===== config.mk =====
export PLATFORM = sky130hd
export DESIGN_NAME = ami_row_seq
export DESIGN_NICKNAME = d
export VERILOG_FILES = /design/src/design/ami_pkg.sv /design/src/design/ami_row_seq.sv
export SDC_FILE = /design/constraint.sdc
export NUM_CORES = 2
export LEC_CHECK = 0
export BUFFER_PORTS_ARGS = -buffer_cell sky130_fd_sc_hd__buf_2
export CAP_MARGIN = 30
export CELL_PAD_IN_SITES_DETAIL_PLACEMENT = 0
export CELL_PAD_IN_SITES_GLOBAL_PLACEMENT = 1
export CORE_AREA = 10 10 599 601
export CTS_BUF_LIST = sky130_fd_sc_hd__clkbuf_4
export DETAILED_ROUTE_END_ITERATION = 12
export DIE_AREA = 0 0 609 611
export GPL_ROUTABILITY_DRIVEN = 0
export PLACE_DENSITY_LB_ADDON = 0.1
export SYNTH_ARGS = -nofsm -noshare
export SYNTH_HDL_FRONTEND = slang
export SYNTH_SLANG_ARGS = --single-unit

===== constraint.sdc =====
create_clock -name clock -period 31 [get_ports clock]
set_input_delay 0 -clock clock [delete_from_list [all_inputs] [get_ports clock]]
set_output_delay 0 -clock clock [all_outputs]
set_load 0.03 [all_outputs]

===== src/design/ami_pkg.sv =====
`timescale 1ns / 1ps
// ----------------------------------------------------------------------------
// Affine matrix inverse package
// Shared constants, row codes and the operand tables of the closed-form
// cofactor and product terms.
// ----------------------------------------------------------------------------
package ami_pkg;

   localparam int FRAC_BITS_DEFAULT = 16;
   localparam int WORD_BITS_DEFAULT = 32;

   localparam int MAT_ENTRIES = 12;
   localparam int NUM_COF     = 9;
   localparam int NUM_PROD    = 12;
   localparam int NUM_LANES   = 4;

   localparam logic [1:0] ROW_FIRST = 2'd0;
   localparam logic [1:0] ROW_MID   = 2'd1;
   localparam logic [1:0] ROW_LAST  = 2'd2;

   // Cofactor k is a[CF_PA] * a[CF_PB] - a[CF_NA] * a[CF_NB], indexes r*4+c.
   localparam int CF_PA [NUM_COF] = '{5, 9, 1, 8, 0, 4, 4, 8, 0};
   localparam int CF_PB [NUM_COF] = '{10, 2, 6, 6, 10, 2, 9, 1, 5};
   localparam int CF_NA [NUM_COF] = '{9, 1, 5, 4, 8, 0, 8, 0, 4};
   localparam int CF_NB [NUM_COF] = '{6, 10, 2, 10, 2, 6, 5, 9, 1};

   // Entries forwarded past the cofactor stages: column 0, then translation.
   localparam int FR_XSEL [6] = '{0, 4, 8, 3, 7, 11};

   // Product m is x[PR_X] * cofactor[PR_C]; the first three form the
   // determinant, the rest the translation dot products of rows 0 to 2.
   localparam int PR_X [NUM_PROD] = '{0, 1, 2, 3, 4, 5, 3, 4, 5, 3, 4, 5};
   localparam int PR_C [NUM_PROD] = '{0, 1, 2, 0, 1, 2, 3, 4, 5, 6, 7, 8};

   typedef struct packed {
      logic [1:0] row;
      logic       singular;
      logic       last;
   } row_tag_type;

endpackage


===== src/design/ami_row_seq.sv =====
`timescale 1ns / 1ps
// ----------------------------------------------------------------------------
// Affine matrix inverse row sequencer
// Holds one matrix's terms and issues its three rows, one per cycle unless
// stalled, as magnitude numerators, a magnitude divisor and quotient signs.
// ----------------------------------------------------------------------------
module ami_row_seq #(
   parameter int W = ami_pkg::WORD_BITS_DEFAULT,
   parameter int F = ami_pkg::FRAC_BITS_DEFAULT
) (
   input  logic                        clock,
   input  logic                        reset,
   input  logic                        in_valid,
   output logic                        in_ready,
   input  logic signed [2*W:0]         c_in [ami_pkg::NUM_COF],
   input  logic signed [3*W+2:0]       t_in [3],
   input  logic signed [3*W+2:0]       det_in,
   output logic                        out_valid,
   input  logic                        out_ready,
   output logic [3*W+F+3:0]            n_out [ami_pkg::NUM_LANES],
   output logic [3*W+2:0]              d_out,
   output logic [ami_pkg::NUM_LANES-1:0] neg_out,
   output ami_pkg::row_tag_type        tag_out
);

   localparam int CW = 2 * W + 1;
   localparam int SW = 3 * W + 3;
   localparam int NW = 3 * W + F + 4;

   logic                 hv_ff, hv_in;
   logic [1:0]           cnt_ff, cnt_in;
   logic signed [CW-1:0] c_ff [9];
   logic signed [SW-1:0] t_ff [3];
   logic signed [SW-1:0] det_ff;

   logic                 ov_ff;
   logic [NW-1:0]        n_ff [ami_pkg::NUM_LANES], n_in [ami_pkg::NUM_LANES];
   logic [SW-1:0]        d_ff, d_in;
   logic [ami_pkg::NUM_LANES-1:0] neg_ff, neg_in;
   ami_pkg::row_tag_type tag_ff, tag_in;

   logic o_rdy, emit, last, take;
   logic signed [CW-1:0] crow [3];
   logic signed [SW-1:0] trow;

   always_comb begin
      logic signed [NW-1:0] n [ami_pkg::NUM_LANES];
      o_rdy    = !ov_ff || out_ready;
      emit     = hv_ff && o_rdy;
      last     = (cnt_ff == ami_pkg::ROW_LAST);
      in_ready = !hv_ff || (emit && last);
      take     = in_valid && in_ready;
      hv_in    = take ? 1'b1 : ((emit && last) ? 1'b0 : hv_ff);
      cnt_in   = take ? ami_pkg::ROW_FIRST : (emit ? cnt_ff + 2'd1 : cnt_ff);

      case (cnt_ff)
         ami_pkg::ROW_FIRST: begin
            crow = '{c_ff[0], c_ff[1], c_ff[2]};
            trow = t_ff[0];
         end
         ami_pkg::ROW_MID: begin
            crow = '{c_ff[3], c_ff[4], c_ff[5]};
            trow = t_ff[1];
         end
         default: begin
            crow = '{c_ff[6], c_ff[7], c_ff[8]};
            trow = t_ff[2];
         end
      endcase

      for (int j = 0; j < 3; j++) begin
         n[j] = $signed({{(NW-CW){crow[j][CW-1]}}, crow[j]}) <<< (2 * F);
      end
      n[3] = (-$signed({{(NW-SW){trow[SW-1]}}, trow})) <<< F;
      for (int j = 0; j < ami_pkg::NUM_LANES; j++) begin
         n_in[j]   = n[j][NW-1] ? NW'(-n[j]) : NW'(n[j]);
         neg_in[j] = n[j][NW-1] ^ det_ff[SW-1];
      end
      d_in            = det_ff[SW-1] ? SW'(-det_ff) : SW'(det_ff);
      tag_in.row      = cnt_ff;
      tag_in.singular = (det_ff == '0);
      tag_in.last     = last;
   end

   always_ff @(posedge clock) begin
      if (reset) begin
         hv_ff  <= 1'b0;
         cnt_ff <= ami_pkg::ROW_FIRST;
         ov_ff  <= 1'b0;
      end else begin
         hv_ff  <= hv_in;
         cnt_ff <= cnt_in;
         if (o_rdy) ov_ff <= emit;
      end
   end

   always_ff @(posedge clock) begin
      if (take) begin
         c_ff   <= c_in;
         t_ff   <= t_in;
         det_ff <= det_in;
      end
      if (emit) begin
         n_ff   <= n_in;
         d_ff   <= d_in;
         neg_ff <= neg_in;
         tag_ff <= tag_in;
      end
   end

   assign out_valid = ov_ff;
   assign n_out     = n_ff;
   assign d_out     = d_ff;
   assign neg_out   = neg_ff;
   assign tag_out   = tag_ff;

endmodule


==> results_dict.tcl, run 1 <==
set metrics [dict create \
    syn_inst 4127 \
    lastStage "4_1_cts" \
    ys.flop_type "edfxtp_1" \
    post_cts_buffers 0 \
    post_cts_resized 0 \
    status "aborted with a tool error" \
    yosysTopAreaCell "edfxtp_1" \
    dp_hpwl_mm 255 \
    cts_root_buffer "clkbuf_4" \
    syn_avg_cell_area_um2 14.6 \
    floorplan.initialDensity_pct 17.4 \
    synth_edf_count 1440 \
    die_height_um 611 \
    ys_warn_count 0 \
    dpl_cell_area_um2 73300 \
    clockBufferDepth 4 \
    cts.sinks 1444 \
    synthArstFlopShare_pct 0 \
    ioPinCount 1558 \
    portBuffers 1445 \
    ys_types 71 \
    yosysSeqAreaShare_pct 71.8 \
    htree_levels 5 \
    synthTopCellsByCount "1440 x edfxtp_1, 359 x a21oi_1, 333 x xnor2_1" \
    std_cell_rows 216 \
    yosysMostFrequentCell "edfxtp_1" \
    ys_top_cells_by_area "edfxtp_1 72%, xnor2_1 4.8%, a22o_1 3.9%" \
    numCtsBuffers 439 \
    synthesis.area_um2 60400 \
    yosys.area.top_type_share_pct 71.6 \
    yosys_register_bits 1444 \
    holdBufCountCts 2172 \
    firstError "[ERROR RSZ-0060] Max buffer count reached." \
    die_w_um 609 \
]
[logic make-up after synthesis]
group / Yosys count / synth area share, %
AOI/OAI and AO/OA: 970 / 10.7
xor gates and xnor gates: 450 / 6.53
DFF: 1444 / 71.8
and+or+nand+nor: 914 / 7.93
other: 1 / 0.00621
buffers and inverters: 334 / 2.81
muxes: 5 / 0.0850
adders and majority gates: 9 / 0.187
[through the flow]
stage          std cells  setup slack [ns]  hold slack [ns]
2_1_floorplan       4296              6.52           0.0691
3_3_place_gp       10119             23.00            0.177
3_5_place_dp       10127             22.87            0.178
==> inputs of run 2 (changes only) <==
CELL_PAD_IN_SITES_DETAIL_PLACEMENT = not set   (was 0)
CELL_PAD_IN_SITES_GLOBAL_PLACEMENT = not set   (was 1)
CTS_BUF_LIST = not set   (was sky130_fd_sc_hd__clkbuf_4)
PLACE_DENSITY_LB_ADDON = 0.15   (was 0.1)
==> results_dict.tcl, run 2 <==
set metrics [dict create \
    status "finished, final reports clean" \
    ys_top_cells_by_area "edfxtp_1 72%, xnor2_1 4.8%, a22o_1 3.9%" \
    tightest_slew_ns 1.06 \
    cts_root_buffer "clkbuf_16" \
    drc 0 \
    die_w_um 609 \
    cts.clk_slew.worst_paths_ns 0.06 \
    ys.flop_type "edfxtp_1" \
    slew_headroom_pct 28.6 \
    wl_per_cell_um 25.0 \
    setup_ws_ns 23.06 \
    die_height_um 611 \
    floorplan.initialDensity_pct 17.4 \
    most-common-layout-cells "1962 x dlygate4sd3_1, 1450 x buf_2, 1440 x edfxtp_1" \
    seq_area_um2 43300 \
    yosys.area_share.simple_pct 7.93 \
    drive_gt1_share_pct 23.8 \
    syn_avg_cell_area_um2 14.6 \
    synthTopCellsByCount "1440 x edfxtp_1, 359 x a21oi_1, 333 x xnor2_1" \
    largest_reg_flops 585 \
    antenna_found_initial 80 \
    core-area_um2 346000 \
    drtIter0Drc 3629 \
    ys_warn_count 0 \
    yosysMostFrequentCell "edfxtp_1" \
    holdCritPathClass "in -> reg" \
    cts_tree "done" \
    slew_violations 0 \
    vias_per_cell 3.99 \
    nFillCells 35580 \
    final_common_cell "dlygate4sd3_1" \
    yosys_register_bits 1444 \
    yosys.area.top_type_share_pct 71.6 \
    yosysTopAreaCell "edfxtp_1" \
    dp_hpwl_mm 239 \
    htree_levels 4 \
    fin_skew_ns 0.0816 \
    path_class "reg -> reg" \
    layout.nets 8696 \
    std_cell_rows 216 \
    yosysSeqAreaShare_pct 71.8 \
    grt_pass1_wl_mm 425 \
    clockBufferDepth 4 \
    critPathMaxFanout 39 \
    ir_worst_vdd_mv 0.0450 \
    setup_violations 0 \
    grt_max_degree 170 \
    crit_arrival_ns 8.54 \
    drv_cap 0 \
    syn_to_final_growth_pct 64.2 \
    tns_ns 0 \
    synth_adder_area_share_pct 0.187 \
    grt_usage_pct 15.9 \
    synth-xor-area-share_pct 6.53 \
    synth_top_family_by_area "compound AO/OA/AOI/OAI gates" \
    required_ns 31.60 \
    clk-insertion-delay-late_ns 0.89 \
    overflow 0 \
    multiInputGateArea_um2 16100 \
    ys_types 71 \
    num_vias 49815 \
    cts.sinks 1444 \
    grt_pass1_vias 53096 \
    max_freq_mhz 126 \
    crit_path_start_kind "flip-flop" \
    regMostFlops "c_ff" \
    pwr_density_cell_nw_per_um2 57.2 \
    leakage_nw 37.1 \
    syn_inst 4127 \
    ant_nets 0 \
    post_cts_buffers 0 \
    routed_wl_mm 312 \
    rsz0062_at_grt "false" \
    drt_pass1_iterations 6 \
    die_area_um2 372000 \
    period_share_pct 25.6 \
    ioPinCount 1558 \
    end_kind "flip-flop" \
    final_hold_viol_count 0 \
    synth_compound_area_share_pct 10.7 \
    numCtsBuffers 185 \
    synth_edf_count 1440 \
    synthesis.area_um2 60400 \
    synth_mux_area_share_pct 0.0850 \
    layout_min_cycle_time_ns 7.94 \
    synthArstFlopShare_pct 0 \
    pre_cts_ws_ns 23.09 \
    portBuffers 1445 \
]
run 2: cell counts after synthesis:
Identical to the previous run, type by type.
run 2: timing repair:
item                       CTS  global route
hold buffers              1962             0
resized for setup            0             0
hold endpoints to repair  1039             0
run 2: critical path, stage by stage, from the launching register on:
cell      delay (ns)
dfxtp_1         0.35
inv_1           0.17
ha_4            0.53
buf_4           0.68
nor2_4          0.23
a21o_1          0.35
clkinv_1        0.22
ha_1            0.33
and3_1          0.37
nand4_1         0.48
nor3_1          0.83
nand3_1         0.62
nor4_1          0.49
xnor2_1         0.24
and4b_1         0.39
and3_1          0.46
and3_1          0.56
a41oi_1         0.20
xnor2_1         0.16
run 2: per-layer routing:
| layer | vias to the layer above | GRT usage, % | part of all wire (%) |
|---|---|---|---|
| met4 | 36 | 5.29 | 3.8 |
| met2 | 1701 | 29.6 | 52 |
| met1 | 24681 | 17.7 | 38 |
| li1 | 22971 | - | - |
| met3 | 426 | 3.80 | 6.3 |
| met5 | - | 0 | 0.066 |
run 2: cell families after synthesis:
group	count (synthesis)
AO/OA/AOI/OAI	970
XOR/XNOR	450
adder cells (fa/ha/maj)	9
buffers and inverters	334
flip-flops	1444
multiplexers	5
other	1
AND/OR/NAND/NOR	914
run 2: worst paths after layout:
kind,slack (ns),from,to,cells past startpoint
hold reg to reg,0.46,cnt_ff[1]$_SDFFE_PP0P_,tag_out[3]$_DFFE_PP_,0
setup reg to reg,23.06,cnt_ff[0]$_SDFFE_PP0P_,n_out[110]$_DFFE_PP_,18
setup / recovery,23.06,cnt_ff[0]$_SDFFE_PP0P_,n_out[110]$_DFFE_PP_,18
hold / removal,0.06,t_in[86],t_ff[86]$_DFFE_PP_,2
run 2: layout make-up:
cell class / instances / area share, %
inverters: 57 / 0.224
clock inverters: 114 / 1.13
flip-flops and latches: 1444 / 43.7
clock buffers: 221 / 4.87
multi-input cells: 2518 / 16.2
repair buffers: 3496 / 27.9
diodes: 43 / 0.109
well taps: 4578 / 5.78
run 2: report_power, final:
part	internal, mW	leakage [nW]	total, mW	switching, mW
clock network	1.26	2.89	2.17	0.917
logic	0.412	20.5	1.08	0.673
registers	2.35	13.7	2.41	0.0617
total	4.02	37.1	5.67	1.65
run 2: metrics by stage:
step	total power, mW	hold slack [ns]	util (%)	std cells	instance area [um^2]
2_1_floorplan	3.02	0.0691	-	4296	61000
4_1_cts	5.77	0.0241	28.6	12422	98900
3_5_place_dp	3.35	0.178	21.2	10125	73300
5_1_grt	5.91	0.0233	28.6	12460	99100
6_report	5.67	0.0572	28.6	12471	99100
3_3_place_gp	3.35	0.176	21.1	10113	73200
Power figures use the tool's default switching activity.
